<file path="src/rtl/mscma_pkg.sv">
`timescale 1ns / 1ps

package mscma_pkg;

  localparam int DATA_W  = 16;
  localparam int CH_W    = 2;
  localparam int CENTI_W = 18;
  localparam int ERR_W   = 4;
  localparam int COEF_W  = 32;

  localparam int CFG_IDX_W = 2;
  localparam logic [CFG_IDX_W-1:0] CFG_OFFSET = 2'd0;
  localparam logic [CFG_IDX_W-1:0] CFG_LINEAR = 2'd1;
  localparam logic [CFG_IDX_W-1:0] CFG_SQUARE = 2'd2;

  localparam logic signed [COEF_W-1:0] OFFSET_RESET = 32'sd0;
  localparam logic signed [COEF_W-1:0] LINEAR_RESET = 32'sd65536;
  localparam logic signed [COEF_W-1:0] SQUARE_RESET = 32'sd0;

  // shared multiplier: signed 33 x 33 covers a signed coefficient times an unsigned 32-bit square
  localparam int MUL_W  = COEF_W + 1;
  localparam int PROD_W = 2 * MUL_W;

  // calibration accumulator, Q.16 before the final floor
  localparam int ACC_W = 51;

  // 273.15 K in hundredths; the sensor LSB is 0.02 K
  localparam int KELVIN_CENTI = 27315;

  localparam int DEF_WINDOW_SIZE = 16;
  localparam int DEF_CHANNELS    = 4;

endpackage

</file>
<file path="src/rtl/mscma_mul.sv">
`timescale 1ns / 1ps

module mscma_mul (
  input  logic                                clk,
  input  logic signed [mscma_pkg::MUL_W-1:0]  a,
  input  logic signed [mscma_pkg::MUL_W-1:0]  b,
  output logic signed [mscma_pkg::PROD_W-1:0] prod
);

  always_ff @(posedge clk) begin
    prod <= a * b;
  end

endmodule

</file>
<file path="config.mk">
export PLATFORM = sky130hd
export DESIGN_NAME = mscma_mul
export DESIGN_NICKNAME = d
export VERILOG_FILES = /design/src/rtl/mscma_pkg.sv /design/src/rtl/mscma_mul.sv
export SDC_FILE = /design/constraint.sdc
export NUM_CORES = 2
export LEC_CHECK = 0
export BUFFER_PORTS_ARGS = -buffer_cell sky130_fd_sc_hd__buf_2
export CAP_MARGIN = 40
export CORE_MARGIN = 5
export CORE_UTILIZATION = 35
export DETAILED_ROUTE_END_ITERATION = 12
export GPL_TIMING_DRIVEN = 0
export PLACE_DENSITY_LB_ADDON = 0.2
export SLEW_MARGIN = 10
export SYNTH_ARGS = -nofsm -noshare
export SYNTH_HDL_FRONTEND = slang
export SYNTH_SLANG_ARGS = --single-unit
</file>
<file path="constraint.sdc">
create_clock -name clk -period 7.2 [get_ports clk]
set_clock_uncertainty 0.15 [all_clocks]
set_input_delay 0.36 -clock clk [delete_from_list [all_inputs] [get_ports clk]]
set_output_delay 0.36 -clock clk [all_outputs]
set_load 0.02 [all_outputs]
</file>
==> metrics.txt <==
run status=finished, violations left; violations in the final reports=setup timing; top-area cell type share of the netlist area=0.563; Synthesis Warnings=0; level count of the clock H-tree=3; final hold violation count=0; Top reg by flops=prod; Detailed Place HPWL=137 mm; Critical Path Slowest Stage Cell=sky130_fd_sc_hd__fa_1; Setup violations, final=13; Avg WL per Cell=25.4 um; Synth-to-Final Area Change=20.4%; root cell of the clock tree=sky130_fd_sc_hd__clkbuf_16; worst setup path category=in -> reg; Congestion Overflow GR=0; pin count of the biggest net entering global routing=27; sequential area share after synthesis=0.0324; arrival time of data at the critical path endpoint=7.56 ns; Tcrit/Tclk final=1.02; Crit path top cell by count=sky130_fd_sc_hd__fa_1; post-synthesis async set-or-reset flop share=0; ranking of synthesized cells by area=sky130_fd_sc_hd__fa_1, sky130_fd_sc_hd__inv_1, sky130_fd_sc_hd__and2_1; type of element capturing the critical path=flop; Worst path max stage delay=0.58 ns; number of nets in the synthesized netlist=5,767; class of the tightest hold or removal check=in -> reg; combined area of all synthesized cells=0.0407 mm2; Top Family by Delay on Critical Path=adder cells; GP Congestion=0.981; worst-case headroom to the max-slew limit=0.415; fraction of layout cells with a size suffix above 1=0.178; die area=0.123 mm2; via count=30,884; smallest setup slack after layout=-0.141 ns; RSZ-0062 raised after global routing=true; Num CTS Buffers=9; number of routed nets with antenna violations=0; most used cells in the layout excluding fill and tap cells=sky130_fd_sc_hd__inv_1, sky130_fd_sc_hd__fa_1, sky130_fd_sc_hd__and2_1, sky130_fd_sc_hd__nand2_1, sky130_fd_sc_hd__ha_1; most common cell after layout, fill and taps aside=sky130_fd_sc_hd__inv_1; drt first pass iters=5; total I/O pin count=133; startpoint types=primary input; synthesized instance count=4,338; Die Height=351 um; Required @ worst endpoint=7.42 ns; ratio of routed vias to standard cells=4.96; total length of routed wires=158 mm; Horiz. Die Dim=351 um; number of buffers between clock root and the deepest sink=2; number of I/O port buffers=132; slew at the pin closest to its max-slew limit=0.878 ns; post-CTS clock slew at the launch and capture registers of the worst setup and hold paths=0.07 ns; Synth Register Bits=66; count of final max-slew check failures=0; violation count after the first detailed-routing iteration=2,068; final net count=6,114; antenna violations before repair=27; effective utilization at floorplan=0.351; Hold Slack=0.284 ns; number of buffers and inverters on the critical path=9; number of distinct library cell variants in the gate-level netlist after synthesis=80; sink count of the clock tree=66; EDFF count, synth=0; number of maximum-capacitance constraint violations=0; Core Footprint=0.116 mm2; post-synthesis cell type with the largest combined area=sky130_fd_sc_hd__fa_1; number of flip-flops under the largest register name=66; Remaining DRCs=0; final critical path time including I/O delays and setup=7.34 ns; largest registers=prod (66); All-Layer GR Usage=0.264; vias in the first global route=34,062; fmax=136 MHz; row count=125; dominant synthesized flop cell=sky130_fd_sc_hd__dfxtp_1; maximum fanout encountered on the critical timing path=10; first-pass GRT wire length=233 mm; CTS tree=yes; syn avg cell area=9.39 um2
[area by class of cell]
class	count	area (um2)
Antenna cell	11	27.5
Buffer	212	2230
Clock buffer	11	233
Clock inverter	5	55.1
Fill cell	11491	66900
Inverter	1131	4270
Multi-Input combinational cell	2920	35700
Sequential cell	66	1320
Tap cell	1524	1910
Timing Repair Buffer	345	3290
[Yosys cell counts, drive strengths merged, types with 3 or more instances]
master / count
and2: 563
nand2b: 12
o21ai: 33
a211o: 6
a221oi: 3
ha: 217
a21o: 38
nor4: 3
nand3: 26
nand4: 12
nor3: 7
nor2: 68
a21boi: 3
o211ai: 5
and3: 6
a21oi: 61
clkbuf: 208
a211oi: 11
or2: 3
and4: 5
a31oi: 9
or3: 3
nor2b: 5
o31ai: 7
fa: 1145
nand2: 551
xor2: 25
xnor2: 43
o21bai: 11
dfxtp: 66
inv: 1131
buf: 13
o21a: 6
[per-stage QoR]
| step | instances | area (um2) | TNS [ns] | util | setup slack [ns] |
|---|---|---|---|---|---|
| after floorplan | 4338 | 40800 | -0.00739 | - | -0.00739 |
| after global placement | 5994 | 43300 | -72.50 | 0.374 | -2.80 |
| after detailed placement | 6077 | 44400 | -64.95 | 0.383 | -2.57 |
| after CTS | 6169 | 47900 | -0.492 | 0.414 | -0.183 |
| after global routing | 6216 | 49000 | -3.43 | 0.423 | -0.330 |
| final | 6225 | 49000 | -0.845 | 0.423 | -0.141 |
[per-layer routing]
metal  up-vias  share of wire  global-route usage
met3       285          0.075              0.0488
met2      1111           0.47               0.425
met1     16415           0.40               0.348
met5         -        0.00058                   0
li1      13061              -                   -
met4        12          0.056               0.124
[cells by family (layout without fill, tap and decap cells)]
family	Yosys count	after routing	synth area share
buffers and inverters	1352	1704	0.125
and+or+nand+nor	1271	1271	0.158
DFF	66	66	0.0324
adders and majority gates	1362	1362	0.629
other	0	11	0
xor gates and xnor gates	68	68	0.0146
AOI/OAI and AO/OA	219	219	0.0407
[what timing repair did]
item                                    4_1_cts  5_1_grt
pin swaps                                   121      118
endpoints found under the setup margin       44       31
setup buffers                                81       52
gates cloned                                  4        0
hold buffers                                  0        0
resized for setup                           724      236
[final timing paths]
path	start	to	slack [ns]	cells after the start
min	a[1]	prod[1]	0.28	3
max	a[14]	prod[63]	-0.14	27
Power is left out: the tool's default activity adds up to more than one toggle a clock period on the data nets, which glitch-free logic cannot reach.
