### src/rtl/mscma_div.sv
`timescale 1ns / 1ps

// Restoring divider, one quotient bit per cycle.
module mscma_div #(
  parameter int DVD_W = 20,
  parameter int DVS_W = 5
) (
  input  logic             clk,
  input  logic             rst,
  input  logic             start,
  input  logic [DVD_W-1:0] dividend,
  input  logic [DVS_W-1:0] divisor,
  output logic             busy,
  output logic [DVD_W-1:0] quotient
);

  localparam int CNT_W = $clog2(DVD_W + 1);

  logic [DVD_W-1:0] work;
  logic [DVS_W:0]   rem;
  logic [DVS_W:0]   rem_sh;
  logic [DVS_W:0]   rem_next;
  logic             fits;
  logic [CNT_W-1:0] cnt;

  assign rem_sh   = {rem[DVS_W-1:0], work[DVD_W-1]};
  assign fits     = rem_sh >= {1'b0, divisor};
  assign rem_next = fits ? rem_sh - {1'b0, divisor} : rem_sh;
  assign quotient = work;

  always_ff @(posedge clk) begin
    if (rst) begin
      busy <= 1'b0;
      cnt  <= '0;
    end else if (start) begin
      busy <= 1'b1;
      cnt  <= CNT_W'(DVD_W);
    end else if (busy) begin
      cnt <= cnt - 1'b1;
      if (cnt == CNT_W'(1)) begin
        busy <= 1'b0;
      end
    end
  end

  // dividend shifts out at the top while quotient bits fill in at the bottom
  always_ff @(posedge clk) begin
    if (start) begin
      work <= dividend;
      rem  <= '0;
    end else if (busy) begin
      work <= {work[DVD_W-2:0], fits};
      rem  <= rem_next;
    end
  end

endmodule

### config.mk
export PLATFORM = sky130hd
export DESIGN_NAME = mscma_div
export DESIGN_NICKNAME = d
export VERILOG_FILES = /design/src/rtl/mscma_div.sv
export SDC_FILE = /design/constraint.sdc
export NUM_CORES = 1
export LEC_CHECK = 0
export ABC_AREA = 1
export BUFFER_PORTS_ARGS = -buffer_cell sky130_fd_sc_hd__buf_2
export CORE_ASPECT_RATIO = 1.25
export CORE_MARGIN = 10
export CORE_UTILIZATION = 35
export DETAILED_ROUTE_END_ITERATION = 6
export SLEW_MARGIN = 20
export SYNTH_ARGS = -nofsm -noshare
export SYNTH_HDL_FRONTEND = slang
export SYNTH_SLANG_ARGS = --single-unit
### constraint.sdc
create_clock -name clk -period 3.05 [get_ports clk]
set_input_delay 0 -clock clk [delete_from_list [all_inputs] [get_ports clk]]
set_output_delay 0 -clock clk [all_outputs]
set_load 0.01 [all_outputs]
==> key figures, run 1 <==
Timing
  • Total negative slack: 0 ns
  • Fin crit share: a little under three fifths
  • Final Hold Fails: 0
  • Clock skew: 0.00460 ns
  • Min cycle time layout: 1.70 ns
  • Max Fclk: between 500 and 600 MHz
  • RSZ-0062 raised after global routing: no
  • Max-slew headroom: a little over two thirds
  • Least-Margin Pin Slew: 0.456 ns
  • Setup violations, final: 0
  • Max-slew violation count: 0

Power
  • Sequential Power Share: about half
  • Total power: around 1.1 mW
  • Switch share: 28.4%
  • IR Drop Worst-Case VDD: 0.000257 V
  • Switch Pwr: ~300 uW
  • Internal power: 754 uW
  • LEAKAGE: 1.09 nW
  • Comb pwr share: 22.0%
  • Power density cells: 492 mW/mm2
  • Clock share of power: 28.4%

Placement
  • PortBufs: 48
  • Gpl congestion: 0.801
  • Area after DPL: ~0.0019 mm2
  • DP HPWL: 2.79 mm

Logic synthesis
  • Synthesized area: 0.00159 mm2
  • Sequential element share of the synthesized area: approximately half
  • Yosys warning count: 0
  • #FFs+latches synth: 31
  • Post-Syn Area per Cell: 8.25 um2
  • Mapped Nets: 229
  • Gate Count Post-Synth: 193
  • Top cells by area, synth: edfxtp_1 38%, nand2_1 19%, dfxtp_1 14%
  • Cell taking the most area after synthesis: edfxtp_1
  • Area share of the largest cell type after synthesis: 37.7%
  • Cell variety after synth: 27

Critical path
  • Crit. Startpoint: quotient[19]
  • FF-to-FF path depth: 10
  • Crit path DAT: between 1.5 and 2 ns
  • R2R Path End: rem[0]
  • Crit Path Max Fanout: 7
  • Setup Crit Path Kind: flip-flop to flip-flop
  • Crit-path most repeated cell: nand2_1
  • Critical Path Slowest Stage Cell: fa_1
  • Critical Path Start Type: flip-flop
  • CP Capture Type: flip-flop
  • CP required: approximately 3.2 ns
  • Critical Path, Cell by Cell: inv_1, ha_1, inv_1, fa_1, nand2_1, nand2_1, nand3_4, nand3_1, nand3_1, nand2_1
  • Critical Path Max Stage Delay: 0.40 ns
  • Reg-to-reg slack, setup: 1.35 ns
  • Worst r2r src: quotient[19]
  • Worst setup path endpoint: rem[0]

Detailed routing
  • Initial detailed-routing violation count: 93
  • Via count: 1,401
  • Post-Route WL: 3.81 mm
  • DRT Pass-1 Iters: 4
  • Vias/cell: 4.38
  • Drt drc: 0
  • Post-detailed-route wirelength per cell: 11.9 um
  • Final ANT Viol Nets: 0

Final layout
  • ANT cells: 0
  • Area growth syn-to-layout: 34.4%
  • Final instance area: 0.00214 mm2
  • Most frequent cells in the layout: 82 x nand2_1, 48 x buf_2, 20 x edfxtp_1
  • Commonest non-fill, non-tap cell in the layout: nand2_1
  • Share of cells above drive strength 1: 23.7%
  • NumNets Final: 297

Clock network
  • Sink Count: 31
  • CTS tree: yes
  • Clk Latency, worst-skew pair: about 0.28 ns
  • H-tree Lvls: 2
  • # resized after CTS: 0
  • Clock buffer depth: 2
  • Total CTS buffers: 5
  • CTS root buf: clkbuf_8
  • Clock transition at path regs: 0.06 ns

Floorplanning
  • Die area: 0.00767 mm2
  • Core area: between 0.004 and 0.005 mm2
  • Die Y-Extent: 95.4 um
  • Initial core utilization: a little over a third
  • Die width: 80.3 um
  • Ports: 49
  • Row Count: 27

Global routing
  • Pin count of the biggest net entering global routing: 25
  • GRT overflow: 0
  • Initial antenna violation count: 0
  • Vias in the first global route: 1,467
  • First-pass GRT wire length: ~6.4 mm
  • Gr usage total: 10.7%

Hold path
  • Worst min path class: input pin to flip-flop

Run
  • Max_cap viols: 0

Status
  • Status: complete, no violations
-- Yosys cell counts, drive strengths merged --
cell type  count
nand2         83
buf            1
nand3         14
a21oi          6
dfxtp         11
a31oi          1
nor3           1
o31ai          1
o21ai          1
edfxtp        20
or2            2
nand4          1
ha             7
clkinv         1
nor2          14
inv           22
xnor2          1
and3           1
a211oi         1
fa             1
clkbuf         3
-- cell families after synthesis --
group	count (synthesis)	share of synthesized area, %
xor gates and xnor gates	1	0.550
DFF	31	51.5
and+or+nand+nor	116	31.2
AOI/OAI and AO/OA	10	3.54
adders and majority gates	8	6.76
buffers and inverters	27	6.44
-- how the worst min path moves through the flow --
stage,from,endpoint,slack (ns),cells after the start
floorplan,rst,cnt[4],0.07,1
global placement,rst,cnt[4],0.17,2
detailed placement,rst,cnt[4],0.18,2
CTS,dividend[8],quotient[8],0.004,3
global route,dividend[8],quotient[8],0.02,3
finish,dividend[8],quotient[8],0.007,3
-- critical path: cells and delay by family, from the launching register on --
family	cells	cell delay, ns
flip-flops	1	0.38
adder cells (fa/ha/maj)	2	0.54
AND/OR/NAND/NOR	6	0.54
buffers and inverters	2	0.14
-- routing by layer --
layer  GRT usage (%)  wire length, um  vias up  share of wire [%]
met5               0                0        -                  0
met4            4.85               64        0                1.7
met3            3.95              229        7                6.0
met2            17.4             1900       36                 50
met1            12.3             1620      610                 43
li1                -                -      748                  -
-- registers in the layout, indices dropped and copies added, names as in the netlist --
signal / count
cnt: 5
quotient: 20
rem: 5
busy: 1
-- stage by stage --
step           instances  hold WS (ns)  setup slack (ns)  utilization (%)
5_1_grt              320        0.0163              1.19             48.7
2_1_floorplan        193        0.0691              1.37                -
4_1_cts              320       0.00398              1.32             48.7
6_report             320       0.00728              1.35             48.7
3_3_place_gp         295         0.171              1.37             43.0
3_5_place_dp         295         0.182              1.33             43.0
-- power by group through the flow --
stage	combinational (mW)	sequential (mW)	clock, mW
CTS	0.237	0.523	0.313
detailed placement	0.219	0.531	0
global route	0.268	0.527	0.332
finish	0.232	0.522	0.299
global placement	0.218	0.530	0
floorplan	0.129	0.541	0
-- timing repair --
action,CTS,global route
endpoints found under the hold margin,18,0
hold buffers,17,0
buffers inserted,0,0
-- area by class of cell --
| class | instances | area, um2 |
|---|---|---|
| clock buffer | 6 | 72.6 |
| sequential | 31 | 821 |
| clock inverter | 2 | 8.76 |
| fill | 465 | 2250 |
| tap | 58 | 72.6 |
| multi-input combinational | 135 | 669 |
| timing repair buffer | 65 | 410 |
| inverter | 23 | 86.3 |
Power figures use the tool's default switching activity.
==> run 2: changes to the inputs <==
- clock period: 3.05 -> 1.4 ns (I/O delays scaled with it)
==> run 2 against run 1 <==
Compared with the run above: the run now ends with setup timing left; register-to-register slack worse by 1.5 ns; sequential cell count unchanged; sequential share of layout area down 2.9 points.
==> key figures, run 2 (synthesis gave the netlist of run 1 again) <==
Timing
  • Final worst slack: -0.192 ns (-1.54 ns)
  • Fin crit share: 114% (+58 points)
  • Max-slew headroom: 71.2% (+1.6 points)
  • Final Hold Fails: 0 (unchanged)
  • Max Fclk: 628 MHz (+7.0%)
  • Clock skew: 0.00925 ns (+0.00465 ns)
  • Least-Margin Pin Slew: 0.432 ns (-0.0241 ns)
  • RSZ-0062 raised after global routing: yes
  • Max-slew violation count: 0 (unchanged)
  • Min cycle time layout: 1.59 ns (-0.111 ns)
  • Setup violations, final: 6 (+6)

Detailed routing
  • Via count: 1,463 (+4.4%)
  • Post-Route WL: 3.94 mm (+3.4%)
  • Final ANT Viol Nets: 0 (unchanged)
  • Post-detailed-route wirelength per cell: 11.7 um (-2.1%)
  • DRT Pass-1 Iters: 4 (unchanged)
  • Drt drc: 0 (unchanged)
  • Initial detailed-routing violation count: 68 (-27%)
  • Vias/cell: 4.33 (-1.1%)

Clock network
  • CTS tree: yes
  • Sink Count: 31 (unchanged)
  • Total CTS buffers: 5 (unchanged)
  • CTS root buf: clkbuf_8
  • H-tree Lvls: 2 (unchanged)
  • Clock transition at path regs: 0.06 ns (about the same)
  • Clock buffer depth: 2 (unchanged)
  • Clk Latency, worst-skew pair: 0.28 ns (about the same)

Final layout
  • Commonest non-fill, non-tap cell in the layout: nand2_1
  • Area growth syn-to-layout: 45.2%
  • Share of cells above drive strength 1: 31.8% (+8.1 points)
  • Max reg flops: 20 (unchanged)
  • Most frequent cells in the layout: 80 x nand2_1, 48 x buf_2, 20 x edfxtp_1
  • Fin cells: 338 (+5.6%)
  • NumNets Final: 315 (+6.1%)
  • Final instance area: 0.00231 mm2 (+8.1%)
  • FF+latch area: 821 um2 (unchanged)
  • ANT cells: 0 (unchanged)
  • Multi-input logic area: 707 um2 (+5.6%)
  • Util after Layout: 52.7% (+3.9 points)
  • Fill count: 435 (-6.5%)

Run
  • Max_cap viols: 0 (unchanged)

Floorplanning
  • Die Y-Extent: 95.4 um (unchanged)
  • Die area: 0.00767 mm2 (unchanged)
  • Die width: 80.3 um (unchanged)
  • Ports: 49 (unchanged)
  • Row Count: 27 (unchanged)
  • Initial core utilization: 36.3% (unchanged)
  • Core area: 0.00439 mm2 (unchanged)

Placement
  • PortBufs: 48 (unchanged)
  • Gpl congestion: 0.775 (-3.3%)
  • Area after DPL: 0.00199 mm2 (+5.6%)
  • DP HPWL: 2.87 mm (+2.8%)
  • Dpl cells: 306 (+3.7%)

Critical path
  • Crit path DAT: 1.60 ns (-0.28 ns)
  • CP required: 1.41 ns (-1.81 ns)
  • CP Capture Type: flip-flop
  • Setup Crit Path Kind: flip-flop to flip-flop
  • Critical Path Start Type: flip-flop
  • Crit Path Max Fanout: 7 (unchanged)

Global routing
  • Initial antenna violation count: 0 (unchanged)
  • First-pass GRT wire length: 6.36 mm (-1.2%)
  • GRT overflow: 0 (unchanged)
  • Vias in the first global route: 1,451 (-1.1%)
  • Pin count of the biggest net entering global routing: 24 (-4.0%)
  • Gr usage total: 10.4% (-0.29 points)

Hold path
  • Worst min path class: input pin to flip-flop

Status
  • Status: complete, but fails checks
  • Violated checks: setup timing

Power
  • Power density cells: 1040 mW/mm2 (+110%)
  • IR Drop Worst-Case VDD: 0.000710 V (+180%)
  • LEAKAGE: 1.19 nW (+8.9%)
==> run 2: cell types whose count changed in the layout (fill, tap and decap cells not counted), sizes merged <==
cell / before / now
buf: 48 / 66
==> run 2: area by class of cell <==
| type | count | area share, % |
|---|---|---|
| Clock buffer | 6 | 3.14 |
| Clock inverter | 2 | 0.379 |
| Inverter | 23 | 3.73 |
| Multi-Input combinational cell | 135 | 30.6 |
| Sequential cell | 31 | 35.5 |
| Tap cell | 58 | 3.14 |
| Timing Repair Buffer | 83 | 23.6 |
==> run 2: path summary, 6_finish.rpt <==
path	from	end	slack, ns	cells past startpoint
setup / recovery	quotient[19]	quotient[0]	-0.19	8
hold / removal	dividend[10]	quotient[10]	0.007	3
setup reg to reg	quotient[19]	quotient[0]	-0.19	8
hold reg to reg	rem[4]	rem[4]	0.46	2
==> run 2: timing repair <==
action                     4_1_cts  5_1_grt
hold buffers                    17        0
gates resized for setup          3        0
setup buffers                    5        2
setup endpoints to repair        6        6
hold endpoints to repair        18        0
pin swaps                       11        5
==> run 2: critical path: stages (launching register included) <==
cell and delay, ns:
edfxtp_1 0.40, inv_2 0.09, ha_4 0.12, inv_2 0.03
fa_2 0.33, nand2_1 0.08, nand2_2 0.07, nand3_4 0.11
a31oi_1 0.10
==> run 2: power breakdown <==
part | leakage [nW] | total, mW | switching, mW | internal [mW]
sequential | 0.295 | 1.13 | 0.0510 | 1.08
combinational | 0.853 | 0.616 | 0.320 | 0.296
clock | 0.0426 | 0.651 | 0.310 | 0.341
total | 1.19 | 2.40 | 0.681 | 1.72
==> run 2: metrics by stage <==
step	hold slack, ns	power [mW]	TNS (ns)	setup WS [ns]
3_5_place_dp	0.177	1.70	-1.05	-0.205
2_1_floorplan	0.0691	1.47	-1.04	-0.212
4_1_cts	0.00127	2.44	-1.04	-0.190
3_3_place_gp	0.172	1.69	-0.847	-0.167
5_1_grt	0.0102	2.55	-1.53	-0.271
6_report	0.00743	2.40	-0.992	-0.192
==> run 2: metal layers <==
| metal | global-route usage, % | routed length (um) | share of wire (%) |
|---|---|---|---|
| met1 | 11.1 | 1600 | 41 |
| met2 | 18.1 | 2080 | 53 |
| met3 | 4.43 | 212 | 5.4 |
| met4 | 3.53 | 47 | 1.2 |
| met5 | 0 | 0 | 0 |
==> run 3: changes to the inputs <==
- BUFFER_PORTS_ARGS: -buffer_cell sky130_fd_sc_hd__buf_2 -> default
- CTS_CLUSTER_SIZE: default -> 16
- DONT_BUFFER_PORTS: default -> 1
==> run 3 against run 2 <==
Compared with the run above: power fell by 1.8%; sequential cell count did not move; the run still ends with setup timing left; global-route usage increased by 0.24 points.
==> key figures, run 3 (synthesis gave the netlist of run 1 again) <==
Critical path
  • Critical Path Start Type: flip-flop
  • CP Capture Type: flip-flop
  • Crit path depth: 8 (unchanged)
  • Crit path DAT: 1.64 ns (+0.04 ns)
  • Worst path bufs/invs: 2 (unchanged)
  • Crit Path Max Fanout: 7 (unchanged)
  • CP required: 1.41 ns (about the same)
  • Crit-path most repeated cell: inv_2
  • Critical Path Slowest Stage Cell: edfxtp_1
  • Critical Path Max Stage Delay: 0.41 ns (about the same)
  • Cell family with most CP delay: adder cells
  • Critical Path, Cell by Cell: inv_2, ha_4, inv_2, fa_2, nand2_1, nand2_2, nand3_4, a31oi_2
  • Setup Crit Path Kind: flip-flop to flip-flop
  • FF-to-FF path depth: 8 (unchanged)

Power
  • Power density cells: 1040 mW/mm2 (about the same)
  • IR Drop Worst-Case VDD: 0.000822 V (+16%)
  • LEAKAGE: 1.04 nW (-13%)

Floorplanning
  • Initial core utilization: 36.3% (unchanged)
  • Die Y-Extent: 95.4 um (unchanged)
  • Ports: 49 (unchanged)
  • Core area: 0.00439 mm2 (unchanged)
  • Row Count: 27 (unchanged)
  • Die width: 80.3 um (unchanged)
  • Die area: 0.00767 mm2 (unchanged)

Timing
  • Final Hold Fails: 0 (unchanged)
  • Clock skew: 0.00459 ns (-0.00467 ns)
  • Fin crit share: 116% (+2.8 points)
  • Least-Margin Pin Slew: 0.451 ns (+0.0186 ns)
  • Max Fclk: 613 MHz (-2.4%)
  • Final worst hold slack: 0.0244 ns (+0.0170 ns)
  • Max-slew violation count: 0 (unchanged)
  • Min cycle time layout: 1.63 ns (+0.0392 ns)
  • Max-slew headroom: 69.9% (-1.2 points)
  • Final worst slack: -0.231 ns (-0.0392 ns)
  • Setup violations, final: 6 (unchanged)
  • RSZ-0062 raised after global routing: yes

Status
  • Status: complete, but fails checks
  • Violated checks: setup timing

Placement
  • Gpl congestion: 0.834 (+7.7%)
  • Dpl cells: 256 (-16%)
  • DP HPWL: 2.67 mm (-7.0%)
  • PortBufs: 0 (-100%)

Detailed routing
  • DRT Pass-1 Iters: 4 (unchanged)
  • Post-Route WL: 4.24 mm (+7.5%)
  • Via count: 1,451 (-0.82%)
  • Vias/cell: 4.71 (+8.8%)
  • Final ANT Viol Nets: 0 (unchanged)
  • Initial detailed-routing violation count: 126 (+85%)
  • Post-detailed-route wirelength per cell: 13.8 um (+18%)
  • Drt drc: 0 (unchanged)

Final layout
  • ANT cells: 0 (unchanged)
  • Share of cells above drive strength 1: 14.8% (-17 points)
  • NumNets Final: 285 (-9.5%)
  • Commonest non-fill, non-tap cell in the layout: nand2_1
  • Fin cells: 308 (-8.9%)
  • Most frequent cells in the layout: 78 x nand2_1, 41 x dlygate4sd3_1, 20 x edfxtp_1
  • Area growth syn-to-layout: 42.7%
  • Max reg flops: 20 (unchanged)
  • Fill count: 400 (-8.0%)

Clock network
  • CTS root buf: clkbuf_8
  • Clk Latency, worst-skew pair: 0.27 ns (about the same)
  • H-tree Lvls: 2 (unchanged)
  • Clock buffer depth: 2 (unchanged)
  • CTS tree: yes
  • Sink Count: 31 (unchanged)
  • Total CTS buffers: 5 (unchanged)
  • Clock transition at path regs: 0.07 ns (about the same)

Run
  • Max_cap viols: 0 (unchanged)

Hold path
  • Hold Path Depth: 4 (+1)
  • Worst min path class: input pin to flip-flop

Global routing
  • Vias in the first global route: 1,439 (-0.83%)
  • GRT overflow: 0 (unchanged)
  • First-pass GRT wire length: 6.56 mm (+3.0%)
  • Initial antenna violation count: 0 (unchanged)
  • Pin count of the biggest net entering global routing: 24 (unchanged)
  • Gr usage total: 10.7% (+0.24 points)
==> run 3: changes by cell type in the layout (fill, tap and decap cells not counted), sizes merged <==
cell         before  now
buf              66   12
dlygate4sd3      17   41
==> run 3: timing repair <==
item | in CTS | in global routing
endpoints found under the hold margin | 29 | 0
hold buffers | 41 | 0
setup endpoints to repair | 6 | 6
gates resized for setup | 2 | 3
pin swaps | 4 | 4
buffers inserted | 2 | 1
==> run 3: final timing paths <==
| check | slack (ns) | to | startpoint |
|---|---|---|---|
| worst min register to register | 0.47 | rem[4] | rem[4] |
| worst max-delay path | -0.23 | quotient[0] | quotient[19] |
| worst max register to register | -0.23 | quotient[0] | quotient[19] |
| worst min-delay path | 0.02 | rem[0] | divisor[0] |
==> run 3: layer usage <==
metal	vias up	global-route usage, %	share of wire (%)
met5	-	0	0
met4	0	4.12	1.3
met3	6	4.43	8.5
met2	49	18.8	53
met1	673	10.9	37
li1	723	-	-
==> run 3: per-stage QoR <==
stage	util, %	TNS, ns	worst slack, ns	instance area, um2	power (mW)
after global placement	39.6	-0.966	-0.188	1740	1.59
after detailed placement	39.6	-1.11	-0.212	1740	1.59
after floorplan	-	-1.04	-0.212	1620	1.47
final	51.7	-1.23	-0.231	2270	2.36
after CTS	51.3	-1.13	-0.212	2250	2.35
after global routing	51.7	-1.71	-0.295	2270	2.48
==> run 3: worst reg2reg max path, cell delays in order (launching register included) <==
cell and delay, ns:
edfxtp_1 0.41, inv_2 0.10, ha_4 0.12, inv_2 0.04, fa_2 0.34, nand2_1 0.08
nand2_2 0.07, nand3_4 0.11, a31oi_2 0.10
==> run 3: report_power, final <==
group	internal, mW	total (mW)	switching [mW]
Sequential	1.08	1.18	0.0975
Clock	0.341	0.660	0.319
Combinational	0.255	0.514	0.259
Total	1.68	2.36	0.676
==> run 3: layout make-up <==
class                   count  area, um2  share of cell area [%]
flip-flops and latches     31        821                    36.1
multi-input cells         135        711                    31.3
repair buffers             53        500                    22.0
inverters                  23       86.3                    3.80
clock buffers               6       72.6                    3.19
well taps                  58       72.6                    3.19
clock inverters             2       8.76                   0.385
